--- src/rtl/dlr_pkg.sv ---
package dlr_pkg;

  // Coordinate and arithmetic widths.
  localparam int COORD_BITS = 9;
  localparam int ERR_BITS   = COORD_BITS + 2;
  localparam int STEP_BITS  = COORD_BITS + 1;
  localparam int COLOR_BITS = 16;
  localparam int PAT_BITS   = 8;
  localparam int POS_BITS   = 3;

  // Item kinds on the input channel.
  localparam logic KIND_START   = 1'b0;
  localparam logic KIND_ADVANCE = 1'b1;

  // Step direction codes of one axis.
  localparam logic [1:0] DIR_NONE = 2'd0;
  localparam logic [1:0] DIR_POS  = 2'd1;
  localparam logic [1:0] DIR_NEG  = 2'd3;

  // Register indexes on the configuration port.
  localparam logic [1:0] REG_FORE    = 2'd0;
  localparam logic [1:0] REG_BACK    = 2'd1;
  localparam logic [1:0] REG_PATTERN = 2'd2;

  // Reset values of the registers.
  localparam logic [COLOR_BITS-1:0] FORE_RESET    = 16'hFFFF;
  localparam logic [COLOR_BITS-1:0] BACK_RESET    = 16'h0000;
  localparam logic [PAT_BITS-1:0]   PATTERN_RESET = 8'hFF;

  // Pattern position used first on every line.
  localparam logic [POS_BITS-1:0] FIRST_POS = 3'd7;

  typedef struct packed {
    logic                  kind;
    logic [COORD_BITS-1:0] x_start;
    logic [COORD_BITS-1:0] y_start;
    logic [COORD_BITS-1:0] x_end;
    logic [COORD_BITS-1:0] y_end;
  } in_item_t;

  typedef struct packed {
    logic [COORD_BITS-1:0] pix_x;
    logic [COORD_BITS-1:0] pix_y;
    logic [COLOR_BITS-1:0] pix_color;
    logic                  last;
  } out_item_t;

  // Command handed from the front end to the pixel engine.
  typedef struct packed {
    logic                  start;
    logic                  last;
    logic [COORD_BITS-1:0] x;
    logic [COORD_BITS-1:0] y;
    logic [COORD_BITS-1:0] adx;
    logic [COORD_BITS-1:0] ady;
    logic [1:0]            dir_x;
    logic [1:0]            dir_y;
    logic [COORD_BITS-1:0] span;
  } cmd_t;

  // Settings seen by the pixel engine.
  typedef struct packed {
    logic [COLOR_BITS-1:0] fore;
    logic [COLOR_BITS-1:0] back;
    logic [PAT_BITS-1:0]   pattern;
  } cfg_t;

endpackage

--- src/rtl/dashed_line_rasterizer.sv ---
// Channel   | Ports                               | Accepted when
// ----------+-------------------------------------+-------------------------------
// input     | in_push, in_full, in_item           | in_push && !in_full
// result    | out_pop, out_empty, out_item        | out_pop && !out_empty
// settings  | psel, penable, pwrite, paddr, pwdata | psel && penable && pwrite
//
// One item is taken per clock while in_full is low, and an unstalled stream
// gives one pixel per cycle. A command passes through the two-entry command
// queue and then the engine, which registers the pixel as it takes the command.
// Advances with no line in progress are dropped at the front and give no pixel.
// A stalled result side fills the queue, then in_full rises. Reset is
// synchronous and clears the queue, the line tracking and the result valid flag.
module dashed_line_rasterizer (
  input  logic               clk,
  input  logic               rst_n,
  input  logic               in_push,
  input  dlr_pkg::in_item_t  in_item,
  output logic               in_full,
  output dlr_pkg::out_item_t out_item,
  output logic               out_empty,
  input  logic               out_pop,
  input  logic               psel,
  input  logic               penable,
  input  logic               pwrite,
  input  logic [3:0]         paddr,
  input  logic [31:0]        pwdata,
  output logic [31:0]        prdata,
  output logic               pready
);
  import dlr_pkg::*;

  logic                  q_push, q_full, q_empty, cmd_take;
  cmd_t                  q_cmd, head_cmd;
  cfg_t                  cfg;
  logic [COLOR_BITS-1:0] fore_r, back_r;
  logic [PAT_BITS-1:0]   pattern_r;
  logic                  cfg_write;
  logic [1:0]            reg_idx;

  // Settings registers.
  assign pready    = 1'b1;
  assign cfg_write = psel && penable && pwrite && pready;
  assign reg_idx   = paddr[3:2];

  always_ff @(posedge clk) begin
    if (!rst_n) begin
      fore_r    <= FORE_RESET;
      back_r    <= BACK_RESET;
      pattern_r <= PATTERN_RESET;
    end else if (cfg_write) begin
      unique case (reg_idx)
        REG_FORE:    fore_r    <= pwdata[COLOR_BITS-1:0];
        REG_BACK:    back_r    <= pwdata[COLOR_BITS-1:0];
        REG_PATTERN: pattern_r <= pwdata[PAT_BITS-1:0];
        default:     ;
      endcase
    end
  end

  always_comb begin
    unique case (reg_idx)
      REG_FORE:    prdata = {16'd0, fore_r};
      REG_BACK:    prdata = {16'd0, back_r};
      REG_PATTERN: prdata = {24'd0, pattern_r};
      default:     prdata = '0;
    endcase
  end

  assign cfg.fore    = fore_r;
  assign cfg.back    = back_r;
  assign cfg.pattern = pattern_r;

  dlr_front u_front (
    .clk     (clk),
    .rst_n   (rst_n),
    .in_push (in_push),
    .in_item (in_item),
    .in_full (in_full),
    .q_push  (q_push),
    .q_cmd   (q_cmd),
    .q_full  (q_full)
  );

  dlr_fifo u_fifo (
    .clk      (clk),
    .rst_n    (rst_n),
    .push     (q_push),
    .push_cmd (q_cmd),
    .full     (q_full),
    .pop      (cmd_take),
    .head     (head_cmd),
    .empty    (q_empty)
  );

  dlr_engine u_engine (
    .clk       (clk),
    .rst_n     (rst_n),
    .cfg       (cfg),
    .cmd       (head_cmd),
    .cmd_valid (!q_empty),
    .cmd_take  (cmd_take),
    .out_item  (out_item),
    .out_empty (out_empty),
    .out_pop   (out_pop)
  );

`ifndef SYNTHESIS
  // Every accepted start reaches the queue.
  a_start_queued: assert property (@(posedge clk) disable iff (!rst_n)
    in_push && !in_full && in_item.kind == KIND_START |=> !q_empty)
    else $error("start item was not queued");

  // The engine only takes commands that are there.
  a_take_valid: assert property (@(posedge clk) disable iff (!rst_n)
    cmd_take |-> !q_empty)
    else $error("engine took from an empty queue");

  // The front never pushes into a full queue.
  a_no_overflow: assert property (@(posedge clk) disable iff (!rst_n)
    q_push |-> !q_full)
    else $error("command queue overflow");

  // After reset no result is shown.
  a_reset_empty: assert property (@(posedge clk)
    !rst_n |=> out_empty)
    else $error("result shown after reset");
`endif

endmodule

--- src/rtl/dlr_front.sv ---
module dlr_front (
  input  logic              clk,
  input  logic              rst_n,
  input  logic              in_push,
  input  dlr_pkg::in_item_t in_item,
  output logic              in_full,
  output logic              q_push,
  output dlr_pkg::cmd_t     q_cmd,
  input  logic              q_full
);
  import dlr_pkg::*;

  logic                 active_r, active_nxt;
  logic [STEP_BITS-1:0] steps_left_r, steps_left_nxt;
  logic                 accept;
  logic [COORD_BITS-1:0] adx, ady, span;
  logic [1:0]            dir_x, dir_y;

  assign in_full = q_full;
  assign accept  = in_push && !q_full;

  // Deltas and directions of a new line.
  always_comb begin
    if (in_item.x_end > in_item.x_start) begin
      adx   = in_item.x_end - in_item.x_start;
      dir_x = DIR_POS;
    end else if (in_item.x_end == in_item.x_start) begin
      adx   = '0;
      dir_x = DIR_NONE;
    end else begin
      adx   = in_item.x_start - in_item.x_end;
      dir_x = DIR_NEG;
    end
    if (in_item.y_end > in_item.y_start) begin
      ady   = in_item.y_end - in_item.y_start;
      dir_y = DIR_POS;
    end else if (in_item.y_end == in_item.y_start) begin
      ady   = '0;
      dir_y = DIR_NONE;
    end else begin
      ady   = in_item.y_start - in_item.y_end;
      dir_y = DIR_NEG;
    end
    span = (adx > ady) ? adx : ady;
  end

  // Classify the item, keep the pixel count and flag the last pixel.
  always_comb begin
    active_nxt     = active_r;
    steps_left_nxt = steps_left_r;
    q_push         = 1'b0;
    q_cmd.start    = (in_item.kind == KIND_START);
    q_cmd.last     = 1'b0;
    q_cmd.x        = in_item.x_start;
    q_cmd.y        = in_item.y_start;
    q_cmd.adx      = adx;
    q_cmd.ady      = ady;
    q_cmd.dir_x    = dir_x;
    q_cmd.dir_y    = dir_y;
    q_cmd.span     = span;
    if (accept) begin
      if (in_item.kind == KIND_START) begin
        q_push         = 1'b1;
        active_nxt     = 1'b1;
        steps_left_nxt = {1'b0, span} + STEP_BITS'(1);
      end else if (active_r) begin
        q_push         = 1'b1;
        steps_left_nxt = steps_left_r - STEP_BITS'(1);
        if (steps_left_r == STEP_BITS'(1)) begin
          q_cmd.last = 1'b1;
          active_nxt = 1'b0;
        end
      end
    end
  end

  always_ff @(posedge clk) begin
    if (!rst_n) begin
      active_r     <= 1'b0;
      steps_left_r <= '0;
    end else begin
      active_r     <= active_nxt;
      steps_left_r <= steps_left_nxt;
    end
  end

endmodule

--- src/rtl/dlr_fifo.sv ---
module dlr_fifo (
  input  logic          clk,
  input  logic          rst_n,
  input  logic          push,
  input  dlr_pkg::cmd_t push_cmd,
  output logic          full,
  input  logic          pop,
  output dlr_pkg::cmd_t head,
  output logic          empty
);
  import dlr_pkg::*;

  cmd_t       slot_r [2];
  logic       wr_ptr_r, wr_ptr_nxt;
  logic       rd_ptr_r, rd_ptr_nxt;
  logic [1:0] count_r, count_nxt;
  logic       do_push, do_pop;

  assign full    = (count_r == 2'd2);
  assign empty   = (count_r == 2'd0);
  assign head    = slot_r[rd_ptr_r];
  assign do_push = push && !full;
  assign do_pop  = pop && !empty;

  // Pointer and occupancy update.
  always_comb begin
    wr_ptr_nxt = do_push ? ~wr_ptr_r : wr_ptr_r;
    rd_ptr_nxt = do_pop ? ~rd_ptr_r : rd_ptr_r;
    count_nxt  = count_r + {1'b0, do_push} - {1'b0, do_pop};
  end

  always_ff @(posedge clk) begin
    if (!rst_n) begin
      wr_ptr_r <= 1'b0;
      rd_ptr_r <= 1'b0;
      count_r  <= '0;
    end else begin
      wr_ptr_r <= wr_ptr_nxt;
      rd_ptr_r <= rd_ptr_nxt;
      count_r  <= count_nxt;
    end
  end

  // Storage needs no reset.
  always_ff @(posedge clk) begin
    if (do_push) begin
      slot_r[wr_ptr_r] <= push_cmd;
    end
  end

endmodule

--- src/rtl/dlr_engine.sv ---
module dlr_engine (
  input  logic               clk,
  input  logic               rst_n,
  input  dlr_pkg::cfg_t      cfg,
  input  dlr_pkg::cmd_t      cmd,
  input  logic               cmd_valid,
  output logic               cmd_take,
  output dlr_pkg::out_item_t out_item,
  output logic               out_empty,
  input  logic               out_pop
);
  import dlr_pkg::*;

  logic [COORD_BITS-1:0] cur_x_r, cur_x_nxt, cur_y_r, cur_y_nxt;
  logic [COORD_BITS-1:0] adx_r, ady_r, span_r;
  logic [1:0]            dir_x_r, dir_y_r;
  logic [ERR_BITS-1:0]   err_x_r, err_x_nxt, err_y_r, err_y_nxt;
  logic [ERR_BITS-1:0]   sum_x, sum_y;
  logic [POS_BITS-1:0]   pos_r;
  logic                  out_valid_r;
  out_item_t             out_r, out_nxt;
  logic                  pat_bit;

  // A command is taken whenever the result register is free or being emptied.
  assign cmd_take  = cmd_valid && (!out_valid_r || out_pop);
  assign out_empty = !out_valid_r;
  assign out_item  = out_r;

  // One error step per axis: add the delta, fold back past the span.
  always_comb begin
    sum_x     = err_x_r + ERR_BITS'(adx_r);
    sum_y     = err_y_r + ERR_BITS'(ady_r);
    err_x_nxt = sum_x;
    err_y_nxt = sum_y;
    cur_x_nxt = cur_x_r;
    cur_y_nxt = cur_y_r;
    if (sum_x > ERR_BITS'(span_r)) begin
      err_x_nxt = sum_x - ERR_BITS'(span_r);
      unique case (dir_x_r)
        DIR_POS: cur_x_nxt = cur_x_r + COORD_BITS'(1);
        DIR_NEG: cur_x_nxt = cur_x_r - COORD_BITS'(1);
        default: cur_x_nxt = cur_x_r;
      endcase
    end
    if (sum_y > ERR_BITS'(span_r)) begin
      err_y_nxt = sum_y - ERR_BITS'(span_r);
      unique case (dir_y_r)
        DIR_POS: cur_y_nxt = cur_y_r + COORD_BITS'(1);
        DIR_NEG: cur_y_nxt = cur_y_r - COORD_BITS'(1);
        default: cur_y_nxt = cur_y_r;
      endcase
    end
  end

  // Result of the command being taken.
  always_comb begin
    if (cmd.start) begin
      pat_bit       = cfg.pattern[FIRST_POS];
      out_nxt.pix_x = cmd.x;
      out_nxt.pix_y = cmd.y;
    end else begin
      pat_bit       = cfg.pattern[pos_r];
      out_nxt.pix_x = cur_x_r;
      out_nxt.pix_y = cur_y_r;
    end
    out_nxt.pix_color = pat_bit ? cfg.fore : cfg.back;
    out_nxt.last      = cmd.last;
  end

  always_ff @(posedge clk) begin
    if (!rst_n) begin
      out_valid_r <= 1'b0;
    end else if (cmd_take) begin
      out_valid_r <= 1'b1;
    end else if (out_pop) begin
      out_valid_r <= 1'b0;
    end
  end

  // Line state. A start emits its point and leaves both sums at their deltas,
  // which never exceed the span; an advance emits its point before stepping, so the point repeats.
  always_ff @(posedge clk) begin
    if (!rst_n) begin
      pos_r <= FIRST_POS;
    end else if (cmd_take) begin
      pos_r <= cmd.start ? FIRST_POS - POS_BITS'(1) : pos_r - POS_BITS'(1);
    end
  end

  always_ff @(posedge clk) begin
    if (cmd_take) begin
      out_r <= out_nxt;
      if (cmd.start) begin
        cur_x_r <= cmd.x;
        cur_y_r <= cmd.y;
        adx_r   <= cmd.adx;
        ady_r   <= cmd.ady;
        dir_x_r <= cmd.dir_x;
        dir_y_r <= cmd.dir_y;
        span_r  <= cmd.span;
        err_x_r <= ERR_BITS'(cmd.adx);
        err_y_r <= ERR_BITS'(cmd.ady);
      end else begin
        cur_x_r <= cur_x_nxt;
        cur_y_r <= cur_y_nxt;
        err_x_r <= err_x_nxt;
        err_y_r <= err_y_nxt;
      end
    end
  end

endmodule
--- config.mk ---
export PLATFORM = sky130hd
export DESIGN_NAME = dashed_line_rasterizer
export DESIGN_NICKNAME = d
export VERILOG_FILES = /design/src/rtl/dlr_pkg.sv /design/src/rtl/dashed_line_rasterizer.sv /design/src/rtl/dlr_front.sv /design/src/rtl/dlr_fifo.sv /design/src/rtl/dlr_engine.sv
export SDC_FILE = /design/constraint.sdc
export NUM_CORES = 1
export LEC_CHECK = 0
export ABC_AREA = 1
export BUFFER_PORTS_ARGS = -buffer_cell sky130_fd_sc_hd__buf_2
export CAP_MARGIN = 20
export CORE_MARGIN = 2
export CORE_UTILIZATION = 33
export CTS_CLUSTER_SIZE = 40
export DETAILED_ROUTE_END_ITERATION = 12
export GPL_TIMING_DRIVEN = 0
export PLACE_DENSITY = 0.56
export SYNTH_ARGS = -nofsm -noshare
export SYNTH_HDL_FRONTEND = slang
export SYNTH_SLANG_ARGS = --single-unit
--- constraint.sdc ---
create_clock -name clk -period 7.15 [get_ports clk]
set_input_delay 0.3575 -clock clk [delete_from_list [all_inputs] [get_ports clk]]
set_output_delay 0.3575 -clock clk [all_outputs]
set_load 0.02 [all_outputs]
==> flow_summary.toml, run 1 <==
[outcome]
status = "completed"

[die]
row_count = 78
start_util_pct = 33.4
pin_count = 150
die_w_um = 218
core_um2 = 45400
fp.dieH_um = 218
dieArea_um2 = 47700

[critical_path]
rr_startpoint = "u_engine.err_x_r[0]$_DFFE_PP_"
reg2reg_setup_slack_ns = 2.82
endpoint_kind = "register"
rr_worst_depth = 18
cp-startpoint = "u_engine.err_x_r[0]$_DFFE_PP_"
crit_fanout = 10
worstReg2RegEnd = "u_engine.cur_x_r[6]$_DFFE_PP_"
cp-start-kind = "register"
required_ns = 7.36
worstPathArrival_ns = 4.53
crit_end = "u_engine.cur_x_r[6]$_DFFE_PP_"
critPathKind = "reg2reg"

[clock_network]
ctsHoldBuffers = 0
cts_root_buf = "clkbuf_16"
cts_sinks = 268
cts.repair.resized = 0
cts_tree = "done"
path_clk_slew_ns = 0.06
clockBufferDepth = 3
htreeDepth = 1
clk_latency_ns = 0.56
cts_setup_buffers = 0
numCtsBuffers = 31

[power]
clkPwrFrac_pct = 18.7
p_comb_share_pct = 51.3
power.share.switching_pct = 42.9
p_leak_nw = 8.02
power_frac_seq_pct = 30.0
switching_power_mw = 3.54
peakVddDrop_mv = 0.213
internal-power_mw = 4.71
power_density_nw_per_um2 = 468

[grt]
grtUsageTotal_pct = 15.8
overflow = 0
grt_pass1_vias = 11100
antenna_found_initial = 0
grt_pass1_wl_mm = 59.8
grt_max_degree = 47

[detailed_routing]
drc = 0
ant_nets = 0
vias = 11800
routedWlPerCell_um = 15.4
firstDrtPassIters = 6
dr.first_iter.drc_count = 698
avgViaCountPerCell = 4.72
totalWireLength_mm = 38.4

[synthesis]
synth-seq-cells = 268
syn-cell-area_um2 = 15200
synthDistinctLibCells = 52
async_flop_share_pct = 0
syn_area_per_cell_um2 = 8.89
synthFlopType = "edfxtp_1"
synth_edf_count = 208
ys_seq_area_share_pct = 49.1
synth_cells = 1705
yosys_warnings = 0

[sta]
worst_pin_slew_ns = 0.871
max_freq_mhz = 231
hold_viol_final = 0
timing.final.crit_period_ns = 4.33
finalMaxSlewViolations = 0
slew_headroom_pct = 41.6
grt_setup_unrepaired = "false"
setup_viol = 0
skew_ns = 0.0175
fin_tns_setup_ns = 0
post-route-period-util_pct = 60.5

[min_path]
hold_path.class = "in2reg"

[layout]
final_area_um2 = 17600
n_fill_cell = 4597
diodes = 0
final_layout_size_suffix_gt1_share_pct = 12.8
finalNetCount = 2057
final_common_cell = "nand2_1"
area_growth_pct = 16.2
instances_no_fill = 2493
most-common-layout-cells = "nand2_1 (471), inv_1 (217), edfxtp_1 (208)"

[flow_run]
maxCapViolCount = 0

[place]
placedInstanceArea_um2 = 16600
io_buffers = 112
dp_hpwl_mm = 29.1
globalplace.congestion = 0.832
dp_cells = 2436
==> kinds of logic after synthesis <==
kind of cell / after synthesis / synth area share (%)
compound gates: 302 / 11.2
xor+xnor: 64 / 3.70
fa+ha+maj: 108 / 9.41
buf+inv: 293 / 7.87
flops: 268 / 49.1
other cells: 2 / 0.0495
simple gates: 668 / 18.7
==> per-stage QoR <==
stage          utilization [%]  total power, mW  hold slack [ns]  setup slack (ns)
2_1_floorplan                -             5.57            0.422              3.31
3_3_place_gp              36.4             6.59            0.435              2.07
3_5_place_dp              36.7             6.71            0.448              2.28
4_1_cts                   38.8             8.28          0.00328              2.80
5_1_grt                   38.8             8.92           0.0155              2.46
6_report                  38.8             8.24           0.0214              2.82
==> cell usage after synthesis, types with 2 or more instances <==
master | count | area share (%)
a211oi_1 | 3 | 0.15
a21oi_1 | 108 | 3.6
a21oi_2 | 3 | 0.17
a22o_1 | 3 | 0.17
a31oi_1 | 5 | 0.21
and2_1 | 3 | 0.12
buf_2 | 5 | 0.17
buf_4 | 21 | 1.0
clkbuf_1 | 44 | 1.1
clkinv_1 | 2 | 0.050
conb_1 | 2 | 0.050
dfxtp_1 | 60 | 7.9
edfxtp_1 | 208 | 41
fa_1 | 10 | 1.3
ha_1 | 98 | 8.1
inv_1 | 217 | 5.4
inv_2 | 2 | 0.050
nand2_1 | 471 | 12
nand2_2 | 17 | 0.70
nand2_4 | 6 | 0.45
nand3_1 | 62 | 2.0
nand3_2 | 8 | 0.53
nand4_1 | 5 | 0.21
nor2_1 | 75 | 1.9
nor2_2 | 5 | 0.21
nor2_4 | 3 | 0.22
nor3_1 | 3 | 0.099
o211ai_1 | 16 | 0.79
o21ai_0 | 118 | 3.9
o21ai_1 | 7 | 0.23
o21bai_1 | 16 | 0.79
o221ai_1 | 5 | 0.29
o22ai_1 | 4 | 0.17
o31ai_1 | 7 | 0.35
or2_2 | 4 | 0.17
xnor2_1 | 18 | 1.0
xor2_1 | 46 | 2.7
==> power by group through the flow <==
stage	Sequential, mW	Combinational, mW	Clock, mW
final	2.47	4.23	1.54
after global routing	2.51	4.77	1.64
after CTS	2.48	4.22	1.57
after detailed placement	2.51	4.20	0
after global placement	2.53	4.06	0
after floorplan	2.62	2.95	0
==> final cells by class <==
type | count | area (um^2) | share of cell area (%)
sequential | 268 | 7450 | 42.3
multi-input combinational | 1159 | 6600 | 37.5
inverter | 221 | 830 | 4.71
clock buffer | 42 | 817 | 4.64
tap | 600 | 751 | 4.26
timing repair buffer | 116 | 648 | 3.68
buffer | 72 | 367 | 2.08
clock inverter | 15 | 159 | 0.902
==> state kept, by name (all words and copies together) (netlist names), 2 cells and up, named ones only <==
| signal | cells |
|---|---|
| u_fifo.slot_r | 102 |
| u_engine.out_item | 35 |
| back_r | 16 |
| fore_r | 16 |
| u_engine.err_x_r | 11 |
| u_engine.err_y_r | 11 |
| u_front.steps_left_r | 10 |
| u_engine.adx_r | 9 |
| u_engine.ady_r | 9 |
| u_engine.cur_x_r | 9 |
| u_engine.cur_y_r | 9 |
| u_engine.span_r | 9 |
| pattern_r | 8 |
| u_engine.pos_r | 3 |
| u_engine.dir_x_r | 2 |
| u_engine.dir_y_r | 2 |
| u_fifo.count_r | 2 |
==> worst max-delay path, cell delays in order (launching register included) <==
cell,delay [ns]
edfxtp_1,0.36
ha_1,0.23
fa_1,0.40
a21oi_1,0.16
o21bai_1,0.11
xor2_1,0.14
inv_1,0.07
ha_1,0.37
nand2_1,0.06
o21ai_0,0.29
a21oi_1,0.13
o21bai_1,0.24
a21oi_1,0.10
o21bai_1,0.22
o31ai_1,0.11
nand3_1,0.10
clkbuf_1,0.36
nand3_1,0.14
nand2_1,0.38
==> how the worst min path moves through the flow <==
stage,end,slack [ns],cells past startpoint,startpoint
CTS,fore_r[13]$_SDFFE_PN1P_,0.003,3,pwdata[13]
global placement,u_fifo.count_r[1]$_SDFF_PN0_,0.43,1,u_fifo.count_r[1]$_SDFF_PN0_
floorplan,u_fifo.count_r[1]$_SDFF_PN0_,0.42,1,u_fifo.count_r[1]$_SDFF_PN0_
global route,u_fifo.slot_r[0][45]$_DFFE_PP_,0.02,1,in_item[32]
detailed placement,register,0.45,1,u_fifo.rd_ptr_r$_SDFFE_PN0P_
finish,u_fifo.slot_r[1][39]$_DFFE_PP_,0.02,1,in_item[26]
==> routing by layer <==
metal / global-route usage, % / wire length (um) / vias to the layer above
met5: 0 / 0 / -
met4: 3.90 / 753 / 0
met3: 1.49 / 1540 / 52
met2: 26.3 / 17900 / 242
met1: 22.0 / 18200 / 5511
li1: - / - / 5950
No activity file was read; power rests on OpenSTA's default activity.
==> run 2: changes to the inputs <==
- ABC_AREA: 1 -> 0
- PLACE_DENSITY: 0.56 -> 0.57
- clock period: 7.15 -> 3.6 ns (I/O delays scaled with it)
==> flow_summary.toml, run 2 <==
[critical_path]
worstPathArrival_ns = 5.00
critPathKind = "in2reg"
critPathMaxStageDelay_ns = 0.53
slowest_stage = "or4b_1"
required_ns = 4.07
crit_fanout = 7
cpMostUsedCell = "ha_4"
endpoint_kind = "register"
cp-start-kind = "primary input"

[grt]
antenna_found_initial = 0
grt_pass1_vias = 11900
grtUsageTotal_pct = 17.2
grt_max_degree = 46
grt_pass1_wl_mm = 65.2
overflow = 0

[sta]
finalMaxSlewViolations = 0
max_freq_mhz = 221
grt_setup_unrepaired = "true"
slew_headroom_pct = 34.1
setup_viol = 45
whs_ns = 0.175
post-route-period-util_pct = 126
timing.final.crit_period_ns = 4.53
layout_setup_ws_ns = -0.927
hold_viol_final = 0
worst_pin_slew_ns = 0.989
skew_ns = 0.0257

[detailed_routing]
avgViaCountPerCell = 5.07
totalWireLength_mm = 43.0
dr.first_iter.drc_count = 814
ant_nets = 0
firstDrtPassIters = 7
routedWlPerCell_um = 17.8
drc = 0
vias = 12300

[clock_network]
htreeDepth = 1
numCtsBuffers = 29
cts_sinks = 268
path_clk_slew_ns = 0.06
clockBufferDepth = 3
cts_tree = "done"
clk_latency_ns = 0.57
cts_root_buf = "clkbuf_16"

[synthesis]
synthFlopType = "edfxtp_1"
synthDistinctLibCells = 75
ys_seq_area_share_pct = 48.4
yosysTopAreaCell = "edfxtp_1"
synth_cells = 1496
syn_area_per_cell_um2 = 10.3
yosys-top-cells-area = "edfxtp_1 (41%), ha_1 (8.0%), dfxtp_1 (7.8%), nand2_1 (4.1%), mux2_2 (3.9%)"
synth_edf_count = 208
yosysMostFrequentCell = "edfxtp_1"
synth-seq-cells = 268
syn-cell-area_um2 = 15400
yosys_warnings = 0
ys_top_cells_by_count = "edfxtp_1 (208), nand2_1 (169), nor2_1 (117)"
yosysTopAreaCellShare_pct = 40.6
async_flop_share_pct = 0

[place]
io_buffers = 113
dp_hpwl_mm = 29.4
globalplace.congestion = 0.836
dp_cells = 2237

[layout]
diodes = 0
finalNetCount = 1982
most-common-layout-cells = "edfxtp_1 (208), nand2_1 (158), buf_2 (112)"
top_register = "u_fifo.slot_r"
post-route-util_pct = 43.8
instances_no_fill = 2423
area_growth_pct = 31.6
largest_reg_flops = 102
final_layout_size_suffix_gt1_share_pct = 29.0
final_common_cell = "edfxtp_1"

[die]
dieArea_um2 = 48400
core_um2 = 46300
start_util_pct = 33.3
fp.dieH_um = 220
die_w_um = 220
row_count = 79
pin_count = 150

[power]
power_density_nw_per_um2 = 993
peakVddDrop_mv = 0.538
p_leak_nw = 8.11
power.total_mw = 20.1

[outcome]
status = "finished, violations left"
violations = "setup timing"

[min_path]
hold_path.class = "in2reg"

[flow_run]
maxCapViolCount = 0
## run 2: cell types whose count changed after synthesis, sizes merged, moves of 17 or more
cell    before  now
a211oi       3   27
nor2b        0   34
inv        219  113
nor3         3   20
mux2         0   55
xor2        46   20
nand2      494  169
o21ai      125   73
nor2        83  117
a21boi       0   20
mux2i        0   42
nand3       70   48
a21o         1   23
## run 2: cell families after synthesis
logic type / Yosys count / synth area share, %
flops: 268 / 48.4
fa+ha+maj: 108 / 9.27
simple gates: 455 / 13.5
mux: 99 / 7.07
xor+xnor: 50 / 2.84
buf+inv: 182 / 4.99
other cells: 2 / 0.0488
compound gates: 332 / 13.9
## run 2: layer usage
metal | track usage, % | vias to the layer above | part of all wire (%)
met3 | 1.96 | 82 | 3.9
li1 | - | 5936 | -
met2 | 29.8 | 294 | 50
met4 | 5.30 | 0 | 2.6
met1 | 22.4 | 5967 | 44
met5 | 0 | - | 0
## run 2: report_power, final
part           internal (mW)  switching, mW
clock                   1.76           1.25
sequential              4.46          0.287
combinational           5.77           6.60
## run 2: layout make-up
cell class | instances | area [um^2]
Tap cell | 607 | 759
Inverter | 113 | 439
Buffer | 68 | 390
Clock inverter | 18 | 198
Fill cell | 4384 | 26000
Timing Repair Buffer | 252 | 1920
Sequential cell | 268 | 7450
Clock buffer | 35 | 748
Multi-Input combinational cell | 1062 | 8370
## run 2: worst max-delay path, delay by kind of cell
family,cells,cell delay (ns)
adders and majority gates,3,0.72
AOI/OAI and AO/OA,6,1.08
and+or+nand+nor,9,1.57
buffers and inverters,7,0.76
muxes,2,0.65
## run 2: worst paths after layout
check                                    endpoint  depth (start not counted)                   startpoint  slack (ns)
max          u_front.steps_left_r[6]$_SDFFE_PN0P_                         27                   in_item[1]       -0.93
min                     pattern_r[0]$_SDFFE_PN1P_                          4                      penable        0.17
max reg2reg         u_engine.cur_x_r[8]$_DFFE_PP_                         16  u_engine.adx_r[0]$_DFFE_PP_       -0.34
min reg2reg                back_r[3]$_SDFFE_PN0P_                          2       back_r[3]$_SDFFE_PN0P_        0.48
## run 2: stage by stage
| stage | setup slack [ns] | TNS, ns | area, um^2 |
|---|---|---|---|
| 6_report | -0.927 | -19.72 | 20300 |
| 5_1_grt | -1.11 | -28.59 | 20300 |
| 4_1_cts | -0.852 | -14.53 | 19700 |
| 3_5_place_dp | -2.17 | -61.11 | 17200 |
| 3_3_place_gp | -2.16 | -197.09 | 17100 |
| 2_1_floorplan | -1.02 | -11.53 | 15800 |
## run 2: what timing repair did
action / in CTS / in global routing
endpoints found under the setup margin: 66 / 67
resized for setup: 112 / 108
pin swaps: 59 / 75
buffers inserted: 77 / 19
hold buffers: 36 / 0
hold endpoints to repair: 78 / 0
cloned: 3 / 1
